File: src/rtl/core/wlb_pkg.sv
// ----------------------------------------------------------------------------
// Weighted link balancer package
// Shared widths, register indexes and the controller state type.
// ----------------------------------------------------------------------------
package wlb_pkg;

    // Field and register widths.
    localparam int LEN_W       = 16;
    localparam int LINK_CNT_W  = 3;
    localparam int WEIGHT_W    = 8;
    localparam int INDEX_W     = 2;
    localparam int CFG_INDEX_W = 3;
    localparam int CFG_DATA_W  = 8;
    localparam int NUM_WEIGHTS = 4;

    // Load lanes are rotated one digit per cycle during the subtract pass.
    localparam int LOAD_W    = 32;
    localparam int DIGIT_W   = 4;
    localparam int SUB_STEPS = LOAD_W / DIGIT_W;

    // Dividend is the length plus a stored remainder; one quotient bit per cycle.
    localparam int DIV_W     = LEN_W + 1;
    localparam int DIV_STEPS = DIV_W;
    localparam int STEP_W    = $clog2(DIV_STEPS + 1);

    // Configuration register indexes.
    localparam logic [CFG_INDEX_W-1:0] REG_LINK_COUNT   = 3'd0;
    localparam logic [CFG_INDEX_W-1:0] REG_WEIGHT_ZERO  = 3'd1;
    localparam logic [CFG_INDEX_W-1:0] REG_WEIGHT_ONE   = 3'd2;
    localparam logic [CFG_INDEX_W-1:0] REG_WEIGHT_TWO   = 3'd3;
    localparam logic [CFG_INDEX_W-1:0] REG_WEIGHT_THREE = 3'd4;

    // Controller states, one-hot.
    typedef enum logic [4:0] {
        ST_IDLE   = 5'b00001,
        ST_SEARCH = 5'b00010,
        ST_PREP   = 5'b00100,
        ST_RUN    = 5'b01000,
        ST_DONE   = 5'b10000
    } state_t;

endpackage

File: src/rtl/core/weighted_link_balancer.sv
// ----------------------------------------------------------------------------
// Weighted link balancer
// Picks the output link with the least weighted load for each packet.
// ----------------------------------------------------------------------------
// Usage:
// A packet length beat enters on in_valid/in_stall and one link_index beat
// leaves on out_valid/out_stall for every packet. The configuration port
// (cfg_write, cfg_index, cfg_data) sets the link count and the four weights
// and must only be written while no packet is in flight.
// A packet first scans the active links for the smallest load, one link per
// cycle, then a 17-step restoring divider works out (length + remainder) /
// weight one quotient bit per cycle. While it runs, the other loads are
// reduced by the minimum in a digit-serial pass, four bits per cycle.
// One packet occupies the block through the search, the preparation, the
// division and the hand-over; in_stall holds off the next one until then;
// the serial divider is the longest part. The result appears one cycle
// after the division ends and a new packet may be taken in the next cycle.
// A result held by out_stall stays in the output register; the next packet
// is still accepted and only waits at its end for the register to drain.
// Reset clears all loads and remainders, sets the link count to one and the
// weight of link 0 to one, with all other weights zero.
// ----------------------------------------------------------------------------
module weighted_link_balancer
    import wlb_pkg::*;
#(
    parameter int MAX_LINKS = 4
)
(
    input  logic                   clk,
    input  logic                   rst_n,
    input  logic                   cfg_write,
    input  logic [CFG_INDEX_W-1:0] cfg_index,
    input  logic [CFG_DATA_W-1:0]  cfg_data,
    input  logic                   in_valid,
    output logic                   in_stall,
    input  logic [LEN_W-1:0]       packet_length,
    output logic                   out_valid,
    input  logic                   out_stall,
    output logic [INDEX_W-1:0]     link_index
);

    localparam int SEL_W = $clog2(MAX_LINKS);
    localparam int CAP   = (MAX_LINKS < NUM_WEIGHTS) ? MAX_LINKS : NUM_WEIGHTS;
    localparam logic [SEL_W-1:0] LAST_LINK = SEL_W'(MAX_LINKS - 1);

    // Configuration registers.
    logic [LINK_CNT_W-1:0] link_count_reg, link_count_next;
    logic [WEIGHT_W-1:0]   weight_reg  [NUM_WEIGHTS];
    logic [WEIGHT_W-1:0]   weight_next [NUM_WEIGHTS];

    // Per-link state.
    logic [LOAD_W-1:0]     load_reg  [MAX_LINKS];
    logic [LOAD_W-1:0]     load_next [MAX_LINKS];
    logic [WEIGHT_W-1:0]   rem_reg   [MAX_LINKS];
    logic [WEIGHT_W-1:0]   rem_next  [MAX_LINKS];
    logic [MAX_LINKS-1:0]  borrow_reg, borrow_next;

    // Controller and datapath registers.
    state_t                state_reg, state_next;
    logic [LEN_W-1:0]      len_reg, len_next;
    logic [LOAD_W-1:0]     min_reg, min_next;
    logic [SEL_W-1:0]      best_reg, best_next;
    logic [SEL_W-1:0]      cursor_reg, cursor_next;
    logic [STEP_W-1:0]     step_reg, step_next;
    logic [DIV_W-1:0]      div_reg, div_next;
    logic [WEIGHT_W-1:0]   part_reg, part_next;
    logic [WEIGHT_W-1:0]   divisor_reg, divisor_next;
    logic                  out_valid_reg, out_valid_next;
    logic [INDEX_W-1:0]    index_reg, index_next;

    // Derived link information.
    logic [WEIGHT_W-1:0]   weight_vec [MAX_LINKS];
    logic [3:0]            limit;
    logic [MAX_LINKS-1:0]  active;

    // Division step signals.
    logic [WEIGHT_W:0]     trial;
    logic                  q_bit;
    logic [WEIGHT_W-1:0]   part_step;

    // Digit subtract signals.
    logic [DIGIT_W:0]      diff;

    assign in_stall   = (state_reg != ST_IDLE);
    assign out_valid  = out_valid_reg;
    assign link_index = index_reg;

    // Weights per link; links beyond the weight registers have none.
    always_comb
    begin
        for (int i = 0; i < MAX_LINKS; i++)
        begin
            if (i < NUM_WEIGHTS)
                weight_vec[i] = weight_reg[i];
            else
                weight_vec[i] = '0;
        end
    end

    // Active links: link 0 and the following ones up to the clamped count,
    // ending at the first zero weight.
    always_comb
    begin
        if (link_count_reg == '0)
            limit = 4'd1;
        else if (4'(link_count_reg) > 4'(CAP))
            limit = 4'(CAP);
        else
            limit = 4'(link_count_reg);
        active[0] = 1'b1;
        for (int i = 1; i < MAX_LINKS; i++)
            active[i] = active[i-1] && (4'(i) < limit) && (weight_vec[i] != '0);
    end

    // One restoring division step.
    always_comb
    begin
        trial     = {part_reg, div_reg[DIV_W-1]};
        q_bit     = (trial >= {1'b0, divisor_reg});
        part_step = q_bit ? WEIGHT_W'(trial - {1'b0, divisor_reg}) : trial[WEIGHT_W-1:0];
    end

    // Next-state logic.
    always_comb
    begin
        link_count_next = link_count_reg;
        weight_next     = weight_reg;
        load_next       = load_reg;
        rem_next        = rem_reg;
        borrow_next     = borrow_reg;
        state_next      = state_reg;
        len_next        = len_reg;
        min_next        = min_reg;
        best_next       = best_reg;
        cursor_next     = cursor_reg;
        step_next       = step_reg;
        div_next        = div_reg;
        part_next       = part_reg;
        divisor_next    = divisor_reg;
        out_valid_next  = out_valid_reg;
        index_next      = index_reg;
        diff            = '0;

        // Configuration writes.
        if (cfg_write)
        begin
            unique case (cfg_index)
                REG_LINK_COUNT:   link_count_next = cfg_data[LINK_CNT_W-1:0];
                REG_WEIGHT_ZERO:  weight_next[0]  = cfg_data;
                REG_WEIGHT_ONE:   weight_next[1]  = cfg_data;
                REG_WEIGHT_TWO:   weight_next[2]  = cfg_data;
                REG_WEIGHT_THREE: weight_next[3]  = cfg_data;
                default: ;
            endcase
        end

        // Output register drains when the receiver takes the beat.
        if (out_valid_reg && !out_stall)
            out_valid_next = 1'b0;

        unique case (state_reg)
            ST_IDLE:
            begin
                if (in_valid)
                begin
                    len_next    = packet_length;
                    min_next    = load_reg[0];
                    best_next   = '0;
                    cursor_next = SEL_W'(1);
                    state_next  = ST_SEARCH;
                end
            end

            // Minimum search, one link per cycle; ties keep the lower index.
            ST_SEARCH:
            begin
                if (active[cursor_reg] && (load_reg[cursor_reg] < min_reg))
                begin
                    min_next  = load_reg[cursor_reg];
                    best_next = cursor_reg;
                end
                if (!active[cursor_reg] || (cursor_reg == LAST_LINK))
                    state_next = ST_PREP;
                else
                    cursor_next = cursor_reg + SEL_W'(1);
            end

            // Load the dividend and divisor, clear the subtract borrows.
            ST_PREP:
            begin
                div_next     = {1'b0, len_reg} + DIV_W'(rem_reg[best_reg]);
                part_next    = '0;
                divisor_next = (weight_vec[best_reg] == '0) ? WEIGHT_W'(1)
                                                            : weight_vec[best_reg];
                borrow_next  = '0;
                step_next    = '0;
                state_next   = ST_RUN;
            end

            // Serial division alongside the digit-serial subtract pass.
            ST_RUN:
            begin
                if (step_reg < STEP_W'(SUB_STEPS))
                begin
                    for (int i = 0; i < MAX_LINKS; i++)
                    begin
                        if (active[i])
                        begin
                            diff = {1'b0, load_reg[i][DIGIT_W-1:0]}
                                 - {1'b0, min_reg[DIGIT_W-1:0]}
                                 - (DIGIT_W+1)'(borrow_reg[i]);
                            borrow_next[i] = diff[DIGIT_W];
                            load_next[i]   = {diff[DIGIT_W-1:0], load_reg[i][LOAD_W-1:DIGIT_W]};
                        end
                    end
                    min_next = {min_reg[DIGIT_W-1:0], min_reg[LOAD_W-1:DIGIT_W]};
                end
                div_next  = {div_reg[DIV_W-2:0], q_bit};
                part_next = part_step;
                step_next = step_reg + STEP_W'(1);
                if (step_reg == STEP_W'(DIV_STEPS - 1))
                begin
                    // The chosen link held the minimum, so its load is now
                    // just the quotient.
                    load_next[best_reg] = LOAD_W'({div_reg[DIV_W-2:0], q_bit});
                    rem_next[best_reg]  = part_step;
                    state_next          = ST_DONE;
                end
            end

            // Hand the result over once the output register is free.
            ST_DONE:
            begin
                if (!out_valid_reg || !out_stall)
                begin
                    out_valid_next = 1'b1;
                    index_next     = INDEX_W'(best_reg);
                    state_next     = ST_IDLE;
                end
            end

            default: state_next = ST_IDLE;
        endcase
    end

    // Control and state registers.
    always_ff @(posedge clk or negedge rst_n)
    begin
        if (!rst_n)
        begin
            link_count_reg <= LINK_CNT_W'(1);
            for (int i = 0; i < NUM_WEIGHTS; i++)
                weight_reg[i] <= (i == 0) ? WEIGHT_W'(1) : '0;
            for (int i = 0; i < MAX_LINKS; i++)
            begin
                load_reg[i] <= '0;
                rem_reg[i]  <= '0;
            end
            state_reg     <= ST_IDLE;
            out_valid_reg <= 1'b0;
        end
        else
        begin
            link_count_reg <= link_count_next;
            weight_reg     <= weight_next;
            load_reg       <= load_next;
            rem_reg        <= rem_next;
            state_reg      <= state_next;
            out_valid_reg  <= out_valid_next;
        end
    end

    // Payload and working registers.
    always_ff @(posedge clk)
    begin
        borrow_reg  <= borrow_next;
        len_reg     <= len_next;
        min_reg     <= min_next;
        best_reg    <= best_next;
        cursor_reg  <= cursor_next;
        step_reg    <= step_next;
        div_reg     <= div_next;
        part_reg    <= part_next;
        divisor_reg <= divisor_next;
        index_reg   <= index_next;
    end

endmodule

File: config.mk
export PLATFORM = sky130hd
export DESIGN_NAME = weighted_link_balancer
export DESIGN_NICKNAME = d
export VERILOG_FILES = /design/src/rtl/core/wlb_pkg.sv /design/src/rtl/core/weighted_link_balancer.sv
export SDC_FILE = /design/constraint.sdc
export NUM_CORES = 1
export LEC_CHECK = 0
export CORE_ASPECT_RATIO = 0.7
export CORE_MARGIN = 1.5
export CORE_UTILIZATION = 58
export DETAILED_ROUTE_END_ITERATION = 12
export DONT_BUFFER_PORTS = 1
export GPL_TIMING_DRIVEN = 0
export HOLD_SLACK_MARGIN = 0.12
export PLACE_DENSITY = 0.76
export SLEW_MARGIN = 0
export SYNTH_ARGS = -nofsm -noshare
export SYNTH_HDL_FRONTEND = slang
export SYNTH_SLANG_ARGS = --single-unit
File: constraint.sdc
create_clock -name clk -period 5.6 [get_ports clk]
set_input_delay 1.68 -clock clk [delete_from_list [all_inputs] [get_ports clk]]
set_output_delay 1.68 -clock clk [all_outputs]
set_load 0.01 [all_outputs]
# Word-level counts from Yosys, hierarchy flattened
# Cells that the tools add are included.
# totals
reg_bits,297
# classes
add_sub_neg,12
magnitude_cmp,11
n_eq_ne,22
muxes,52
bitwise,2
reduce_logical,38
# op_table
cell,count
$mux W128,3
$mux W32,9
$bwmux W128,1
$pmux W32 S3,1
$bmux W32 S2,1
$demux W32 S2,1
$mux W8,6
$pmux W17 S2,1
$bmux W8 S2,2
$bwmux W32,1
$lt A32 B32 Y1,1
$pmux W5 S5,1
$reduce_bool A8 Y1,3
$mux W5,4
$ne A2 B2 Y1 const B,10
$sub A4 B4 Y5,4
$sub A5 B1 Y5,4
$reduce_and A2 Y1,9
$add A16 B8 Y17,1
$demux W8 S2,1
$pmux W8 S2,1
$reduce_and A3 Y1,5
$eq A5 B5 Y1 const B,2
$pmux W5 S2,1
36 further kinds,64

# Longest topological paths before layout
# Gate-level depths: netlist of the first run.
# depth
ltp_word,15
ltp_mapped,12
mapped_depth_nobuf,10

# Worst setup path before layout of the first run
# No wires, ideal clock.
# synth_timing
path_kind,register to register
start,register cursor_reg[0]
end,"register min_reg[0], enable pin"
arrival_time_ns,4.959
setup_slack_ns,0.175
stages_incl_launch_ff,11
n_path_buf,2
synth_period_minus_slack_ns,5.425
cell_sequence,edfxtp_1 -> buf_2 -> buf_2 -> mux4_2 -> ha_1 -> a211o_1 -> a31oi_1 -> o21ai_0 -> a2111oi_0 -> o41ai_1 -> o21ai_0
# synth_via
elab_chain_len,8
word_cells_on_any_way,10
# synth_rtl
element,line,text
start: declaration,weighted_link_balancer.sv:63,"logic [SEL_W-1:0] cursor_reg, cursor_next;"
start signal: assignment,weighted_link_balancer.sv:280,cursor_reg <= cursor_next;
$not A2 Y3 (not written as such),weighted_link_balancer.sv:177,if (active[cursor_reg] && (load_reg[cursor_reg] < min_reg))
$bmux W32 S2,weighted_link_balancer.sv:177,
$mux W32 (not written as such) (2 in series),weighted_link_balancer.sv:177,
$lt A32 B32 Y1,weighted_link_balancer.sv:177,
$logic_and A1 B1 Y1 (*),weighted_link_balancer.sv:177,
$ne A2 B2 Y1 (no source line) (*),-,
$reduce_and A4 Y1 (no source line) (*),-,
end signal: assignment,weighted_link_balancer.sv:278,min_reg <= min_next;
end: declaration,weighted_link_balancer.sv:61,"logic [LOAD_W-1:0] min_reg, min_next;"
# Every way passes the cells marked *; elsewhere a longest branch is shown, timed or not. The select of a mux whose other input is x is not followed.
# A chain may end at the register's enable or synchronous reset.

# Final worst setup path of the first run
# layout_timing
start,register cursor_reg[1]
end,"register min_reg[20], enable pin"
# Same word-level chain as after synthesis.

==> results of run 1 <==
[critical path, cell delays in order (launching register included)]
cell and delay, ns:
sky130_fd_sc_hd__edfxtp_1 0.37, sky130_fd_sc_hd__clkbuf_1 0.58, sky130_fd_sc_hd__clkbuf_1 0.68, sky130_fd_sc_hd__mux4_2 0.48, sky130_fd_sc_hd__ha_1 0.33, sky130_fd_sc_hd__a211o_1 0.30, sky130_fd_sc_hd__a31oi_1 0.14, sky130_fd_sc_hd__o21ai_0 0.14
sky130_fd_sc_hd__a2111oi_0 0.43, sky130_fd_sc_hd__o41ai_1 0.26, sky130_fd_sc_hd__o21ai_4 0.48, sky130_fd_sc_hd__buf_16 0.23
[worst paths after layout]
check | slack, ns | cells past startpoint | to
setup / recovery | 0.86 | 11 | min_reg[20]
hold / removal | 0.48 | 2 | rem_reg[8]
setup reg to reg | 0.86 | 11 | min_reg[20]
hold reg to reg | 0.48 | 2 | rem_reg[8]
max in group asynchronous | 4.39 | 0 | link_count_reg[0]
min in group asynchronous | 0.81 | 0 | rem_reg[12]
[placed cells by master, fill, tap and decap left out, types with 6 or more instances in the layout]
cell	instances
sky130_fd_sc_hd__dfrtp_1	198
sky130_fd_sc_hd__nand2_1	157
sky130_fd_sc_hd__nor2_1	151
sky130_fd_sc_hd__a21oi_1	110
sky130_fd_sc_hd__edfxtp_1	96
sky130_fd_sc_hd__inv_1	79
sky130_fd_sc_hd__ha_1	72
sky130_fd_sc_hd__o21ai_0	64
sky130_fd_sc_hd__o22ai_1	56
sky130_fd_sc_hd__mux4_2	48
sky130_fd_sc_hd__clkbuf_1	45
sky130_fd_sc_hd__mux2_2	37
sky130_fd_sc_hd__a22oi_1	33
sky130_fd_sc_hd__clkbuf_16	29
sky130_fd_sc_hd__buf_2	18
sky130_fd_sc_hd__mux2i_1	18
sky130_fd_sc_hd__nand3_1	17
sky130_fd_sc_hd__xnor2_1	17
sky130_fd_sc_hd__xor2_1	16
sky130_fd_sc_hd__a22o_1	15
sky130_fd_sc_hd__a21o_1	13
sky130_fd_sc_hd__a221o_1	13
sky130_fd_sc_hd__nand3b_1	10
sky130_fd_sc_hd__fa_1	10
sky130_fd_sc_hd__nor3_1	8
sky130_fd_sc_hd__buf_1	8
sky130_fd_sc_hd__nor4_1	8
sky130_fd_sc_hd__a211oi_1	7
sky130_fd_sc_hd__nand2b_1	7
sky130_fd_sc_hd__and3_1	6
sky130_fd_sc_hd__o21a_1	6
sky130_fd_sc_hd__clkinv_2	6
[routing by layer]
| metal | vias to the layer above | routed length, microns |
|---|---|---|
| met1 | 5975 | 20000 |
| met5 | - | 0 |
| li1 | 5234 | - |
| met2 | 744 | 18200 |
| met4 | 0 | 922 |
| met3 | 80 | 6620 |
[area by class of cell]
cell class	instances	area (sq um)
tap	357	447
inverter	79	297
buffer	70	293
fill	2027	8940
sequential	297	7920
multi-input combinational	970	7050
clock buffer	36	802
timing repair buffer	1	27.5
clock inverter	16	220
[cells by family after synthesis]
family	after synthesis
fa+ha+maj	82
mux	104
simple gates	399
flops	297
compound gates	352
buf+inv	149
xor+xnor	33
[through the flow]
stage                     utilization  setup WS, ns  total power, mW
final                           0.656         0.860             7.75
after detailed placement        0.616         0.949             5.55
after global routing            0.656         0.663             8.06
after floorplan                     -         0.175             4.74
after global placement          0.615         -1.82             5.42
after CTS                       0.656         0.942             7.68
[power groups by stage]
stage / combinational [mW] / sequential [mW] / clock, mW
4_1_cts: 2.30 / 3.24 / 2.14
6_report: 2.33 / 3.28 / 2.14
3_5_place_dp: 2.27 / 3.28 / 0
2_1_floorplan: 1.67 / 3.08 / 0
3_3_place_gp: 2.12 / 3.30 / 0
5_1_grt: 2.54 / 3.31 / 2.21
==> impl_summary.txt, run 1 <==
----------------------------------------------------
[Status]
  Result of the run ... finished clean

[Timing]
  Setup TNS Final ... 0 ns
  Period utilization ... 0.846
  Upper clock frequency limit ... ~210 MHz
  Number of hold-slack violations in the final timing report ... 0
  Setup-violating endpoint count in the final report ... 0
  Max-slew violations ... 0
  Slew of the pin with the lowest slew margin ... 1.33 ns
  Unrepaired setup endpoints after global routing ... false
  Final setup skew ... 0.0172 ns
  Worst slew margin ... 0.112
  Min cycle time layout ... 4.74 ns
  Fin Hold WS ... about 0.48 ns

[CTS]
  Sinks on Clock Net ... roughly 300
  Number of buffers added to fix hold violations after cts ... 0
  Number of buffers between clock root and the deepest sink ... 3
  Worst-path clk slew ... ~0.07 ns
  Count of cells resized by post-cts repair ... 0
  Setup repair bufs after CTS ... 0
  Clock buffer count from CTS ... 29
  H-tree depth ... 1
  Clk_lat worst skew ... 0.57 ns
  Clk Tree Root Cell ... sky130_fd_sc_hd__clkbuf_16
  TritonCTS clock tree ... built

[Synthesis]
  Biggest area contributors in the synthesized netlist ... sky130_fd_sc_hd__dfrtp_1 (32%), sky130_fd_sc_hd__edfxtp_1 (19%), sky130_fd_sc_hd__mux4_2 (7.0%)
  Flops & latches, synth ... ~300
  Cell taking the most area after synthesis ... sky130_fd_sc_hd__dfrtp_1
  Synth warn ... 0
  Fraction of synthesized area in multiplexers ... 0.109
  Sequential share of the synthesized area ... 0.509
  Syn Inst Count ... between 1000 and 1500
  Most numerous cell in the Yosys netlist ... sky130_fd_sc_hd__dfrtp_1
  Post-synthesis share of cell area spent on full adders, half adders and majority gates ... 0.0709
  Commonest cells in the netlist ... sky130_fd_sc_hd__dfrtp_1 (198), sky130_fd_sc_hd__nand2_1 (157), sky130_fd_sc_hd__nor2_1 (151), sky130_fd_sc_hd__a21oi_1 (110), sky130_fd_sc_hd__edfxtp_1 (96)
  Synth Flop Type ... sky130_fd_sc_hd__dfrtp_1
  Synthesized-area fraction occupied by xor and xnor cells ... 0.0186
  Number of distinct library cells after synthesis ... 65
  Synth Net Count ... between 1500 and 2000
  Share of synthesized flip-flops with an asynchronous set or reset ... 0.677
  Post-synth design cell area ... roughly 0.016 sq mm
  Area share of and/or/nand/nor cells after synthesis ... 0.112
  Largest family of logic cells by synthesized area ... compound AO/OA/AOI/OAI gates
  Fraction of the mapped netlist area in compound gates ... 0.142
  Per-instance average area after synthesis ... about 11 sq um
  Fraction of synthesized cell area taken by the top area cell type ... 0.319
  Count of flip-flops with a built-in enable after synthesis ... between 90 and 100

[Floorplanning]
  Area of the core region ... roughly 0.026 sq mm
  Initial Utilization ... 0.598
  Die span in y ... 140 microns
  Count of standard-cell rows ... roughly 50
  Top-Level Pins ... 36
  Floorplan die area ... roughly 0.028 sq mm
  Die Span X ... 199 microns

[Worst setup path]
  Worst Setup Path Type ... reg -> reg
  Kind of start point of the critical path ... flip-flop
  Data required, critical path ... approximately 6 ns
  Arrival time worst endpoint ... approximately 5.0 ns
  Launch point of the worst reg-to-reg path ... cursor_reg[1]
  Critical path origin ... cursor_reg[1]
  Max FO, Critical Path ... 21
  Endpoint type of the worst setup path ... flip-flop

[GRT]
  Pin count of the biggest net entering global routing ... roughly 200
  Wire length of the first global-routing pass ... between 60 and 70 mm
  Routing usage on met3 ... 0.116
  Total routing usage reported by global routing ... 0.338
  Vias in the first global route ... ~11000
  Global routing usage on met2 ... 0.451
  Routing usage on met1 ... 0.534
  Number of antenna violations at the first check in global routing ... 1
  GR Overflow Total ... 0
  Peak-usage layer in the global routing report ... met1

[Layout]
  Area growth from synthesis to layout ... 9.74%
  Fin cells ... roughly 1800
  # diodes ... 0
  Layout cell share with drive strength beyond 1 ... 0.117
  Post-route design area ... 0.0171 sq mm
  Largest register FFs ... ~130
  Nets ... roughly 1600

[Drt]
  Number of vias in the routed layout ... 12033
  Vias per cell ... roughly 6.6
  Total detailed-routing wirelength ... 45.8 mm
  Mean routed wirelength per cell ... 25.1 microns
  Final antenna-violating net count ... 0
  Iteration-0 DRC Markers ... about 1400
  Number of detailed-routing iterations run before antenna repair ... 6
  DRC ... 0

[Min path]
  Worst hold path class ... reg -> reg
  Hold path start ... rem_reg[8]

[Place]
  Number of buffers added on ports ... 0
  GPL Wtd Cong ... a little over 1
  Cell area after placement ... 0.0160 sq mm
  Post-detail-place hpwl ... 34.0 mm
  Cell Count Post-Placement ... approximately 1800

[Power]
  Cell Pwr Density ... between 400 and 500 mW/mm^2
  Internal power ... just over 5 mW
  Maximum resistive drop on vdd ... between 0.3 and 0.4 mV
  Psw ... 2.72 mW
  Portion of total power attributed to combinational logic ... 0.301
  Clock share of power ... 0.276
  Total leakage power ... between 7 and 8 nW
  Sequential power share ... 0.423
  Switching power as a share of total power ... 0.351

[Run]
  Max cap viols ... 0

----------------------------------------------------
No activity file was read; power rests on OpenSTA's default activity.
==> run 2: changes to the inputs <==
==> constraint.sdc (replaced) <==
create_clock -name clk -period 4 [get_ports clk]
set_input_delay 1.2 -clock clk [delete_from_list [all_inputs] [get_ports clk]]
set_output_delay 1.2 -clock clk [all_outputs]
set_load 0.01 [all_outputs]
==> run 2 against run 1 <==
  * Sequential power up 39%
  * Critical path depth unchanged
  * Setup slack worse by 0.69 ns
  * Critical endpoint is now min_reg[2]
  * Highest routed layer unchanged
==> impl_summary.txt, run 2 (synthesis results as in run 1) <==
----------------------------------------------------
[Floorplanning]
  Count of standard-cell rows ... 49 (unchanged)
  Die span in y ... 140 microns (unchanged)
  Top-Level Pins ... 36 (unchanged)
  Die Span X ... 199 microns (unchanged)
  Area of the core region ... 0.0260 sq mm (unchanged)
  Floorplan die area ... 0.0278 sq mm (unchanged)
  Initial Utilization ... 0.598 (unchanged)

[Min path]
  Worst hold path class ... in -> async

[Drt]
  Mean routed wirelength per cell ... 25.5 microns (+1.7%)
  DRC ... 0 (unchanged)
  Vias per cell ... 6.62 (+0.42%)
  Number of detailed-routing iterations run before antenna repair ... 6 (unchanged)
  Total detailed-routing wirelength ... 46.8 mm (+2.0%)
  Final antenna-violating net count ... 0 (unchanged)
  Number of vias in the routed layout ... 12123 (+0.75%)
  Iteration-0 DRC Markers ... 1291 (-10%)

[Worst setup path]
  Category of cells accounting for the largest share of critical-path delay ... compound AO/OA/AOI/OAI gates
  Max FO, Critical Path ... 21 (unchanged)
  Sum of buffers and inverters on the critical path ... 3 (unchanged)
  Stage delay of the slowest cell on the critical path ... 0.45 ns (-0.23 ns)
  Reg2reg path depth ... 11 (unchanged)
  Chain of cells forming the critical path ... clkbuf_2, clkbuf_2, mux4_2, ha_1, a21o_1, a21oi_1, o21ai_0, a2111oi_2, o41ai_2, o21ai_4, buf_16
  Most prevalent standard cell on the critical path ... sky130_fd_sc_hd__clkbuf_2
  Endpoint type of the worst setup path ... flip-flop
  Cell with the largest stage delay on the worst path ... sky130_fd_sc_hd__mux4_2
  Launch point of the worst reg-to-reg path ... cursor_reg[1]
  Worst Setup Path Type ... reg -> reg
  Data required, critical path ... 4.27 ns (-1.60 ns)
  Arrival time worst endpoint ... 4.10 ns (-0.91 ns)
  Number of logic stages on the critical path including buffering ... 11 (unchanged)
  Worst R2R Setup Slack ... 0.17 ns (-0.69 ns)
  Reg-to-reg critical path endpoint ... min_reg[2]
  Kind of start point of the critical path ... flip-flop

[Timing]
  Max-slew violations ... 0 (unchanged)
  Setup-violating endpoint count in the final report ... 0 (unchanged)
  Upper clock frequency limit ... 261 MHz (+24%)
  Number of hold-slack violations in the final timing report ... 0 (unchanged)
  Worst slew margin ... 0.305 (+0.193)
  Slew of the pin with the lowest slew margin ... 1.04 ns (-0.290 ns)
  Final setup skew ... 0.0225 ns (+0.00529 ns)
  Min cycle time layout ... 3.83 ns (-0.911 ns)
  Unrepaired setup endpoints after global routing ... false
  Period utilization ... 0.957 (+0.111)
  Setup TNS Final ... 0 ns (unchanged)

[Layout]
  Area growth from synthesis to layout ... 10.5%
  Most common library cell in the layout ignoring fill and taps ... sky130_fd_sc_hd__dfrtp_1
  Commonest cells after routing, fill and taps aside ... sky130_fd_sc_hd__dfrtp_1 (198), sky130_fd_sc_hd__nand2_1 (156), sky130_fd_sc_hd__nor2_1 (151)
  Nets ... 1565 (+0.19%)
  Layout cell share with drive strength beyond 1 ... 0.125 (+0.00766)
  Largest register FFs ... 128 (unchanged)
  # diodes ... 0 (unchanged)
  Fin cells ... 1832 (+0.33%)

[CTS]
  Clk Tree Root Cell ... sky130_fd_sc_hd__clkbuf_16
  Sinks on Clock Net ... 297 (unchanged)
  Clk_lat worst skew ... 0.57 ns (about the same)
  TritonCTS clock tree ... built
  Number of buffers added to fix hold violations after cts ... 0 (unchanged)
  Number of buffers between clock root and the deepest sink ... 3 (unchanged)
  H-tree depth ... 1 (unchanged)
  Worst-path clk slew ... 0.07 ns (about the same)
  Clock buffer count from CTS ... 30 (+3.4%)

[Place]
  Post-detail-place hpwl ... 34.4 mm (+1.2%)
  Cell Count Post-Placement ... 1775 (+0.056%)
  Number of buffers added on ports ... 0 (unchanged)
  GPL Wtd Cong ... 1.00 (-0.27%)

[GRT]
  Pin count of the biggest net entering global routing ... 202 (unchanged)
  Total routing usage reported by global routing ... 0.344 (+0.00651)
  Vias in the first global route ... 11454 (-0.14%)
  GR Overflow Total ... 0 (unchanged)
  Wire length of the first global-routing pass ... 70.4 mm (+1.2%)
  Number of antenna violations at the first check in global routing ... 0 (-1)

[Power]
  Total power after layout ... 11.0 mW (+42%)
  Cell Pwr Density ... 639 mW/mm^2 (+41%)
  Maximum resistive drop on vdd ... 0.438 mV (+44%)
  Total leakage power ... 7.57 nW (+1.0%)

[Status]
  Result of the run ... finished clean

[Run]
  Max cap viols ... 0 (unchanged)

----------------------------------------------------
[run 2: cell types whose count changed in the layout (fill, tap and decap cells not counted), moves of 2 or more]
cell,change
sky130_fd_sc_hd__clkinv_2,+2
sky130_fd_sc_hd__clkbuf_4,+2
sky130_fd_sc_hd__bufinv_16,-3
sky130_fd_sc_hd__inv_6,-2
sky130_fd_sc_hd__clkbuf_1,-3
sky130_fd_sc_hd__clkbuf_2,+4
sky130_fd_sc_hd__buf_2,-3
sky130_fd_sc_hd__clkbuf_8,-2
sky130_fd_sc_hd__buf_6,+2
sky130_fd_sc_hd__clkbuf_16,+7
[run 2: worst max path at each step]
stage                        to          start
floorplan            min_reg[0]  cursor_reg[0]
global placement    min_reg[29]  cursor_reg[1]
detailed placement  min_reg[26]  cursor_reg[1]
CTS                 min_reg[24]  cursor_reg[1]
global route        min_reg[24]  cursor_reg[0]
finish               min_reg[2]  cursor_reg[1]
[run 2: stage by stage]
stage	util	setup WS [ns]	hold slack [ns]	cell area, sq um
after CTS	0.660	0.0282	0.306	17100
after detailed placement	0.617	-0.793	0.470	16000
after global placement	0.615	-1.29	0.460	16000
after floorplan	-	0.0220	0.445	15500
final	0.661	0.171	0.320	17200
after global routing	0.661	0.0652	0.307	17200
[run 2: what timing repair did]
| item | 4_1_cts | 5_1_grt |
|---|---|---|
| endpoints found under the setup margin | 64 | 39 |
| resized for setup | 6 | 11 |
| setup buffers | 1 | 0 |
| pin swaps | 1 | 0 |
[run 2: worst reg2reg max path: cells and delay by family, from the launching register on]
kind	cells	cell delay [ns]
fa+ha+maj	1	0.32
compound gates	6	1.39
mux	1	0.45
flops	1	0.38
buf+inv	3	0.98
[run 2: per-layer routing]
layer  GRT usage  up-vias  share of wire
met4      0.0650        0          0.021
met2       0.455      771           0.40
met5           0        -              0
met1       0.527     6035           0.42
li1            -     5232              -
met3       0.147       85           0.16
[run 2: area by class of cell]
type / count / area (sq um)
Fill cell: 2038 / 8820
Sequential cell: 297 / 7920
Multi-Input combinational cell: 970 / 7060
Clock buffer: 42 / 953
Tap cell: 357 / 447
Buffer: 70 / 317
Inverter: 79 / 297
Clock inverter: 14 / 129
Timing Repair Buffer: 3 / 55.1
[run 2: where the power goes]
group,internal [mW],switching (mW)
combinational,1.44,1.93
clock,1.80,1.25
sequential,3.92,0.654
total,7.15,3.83
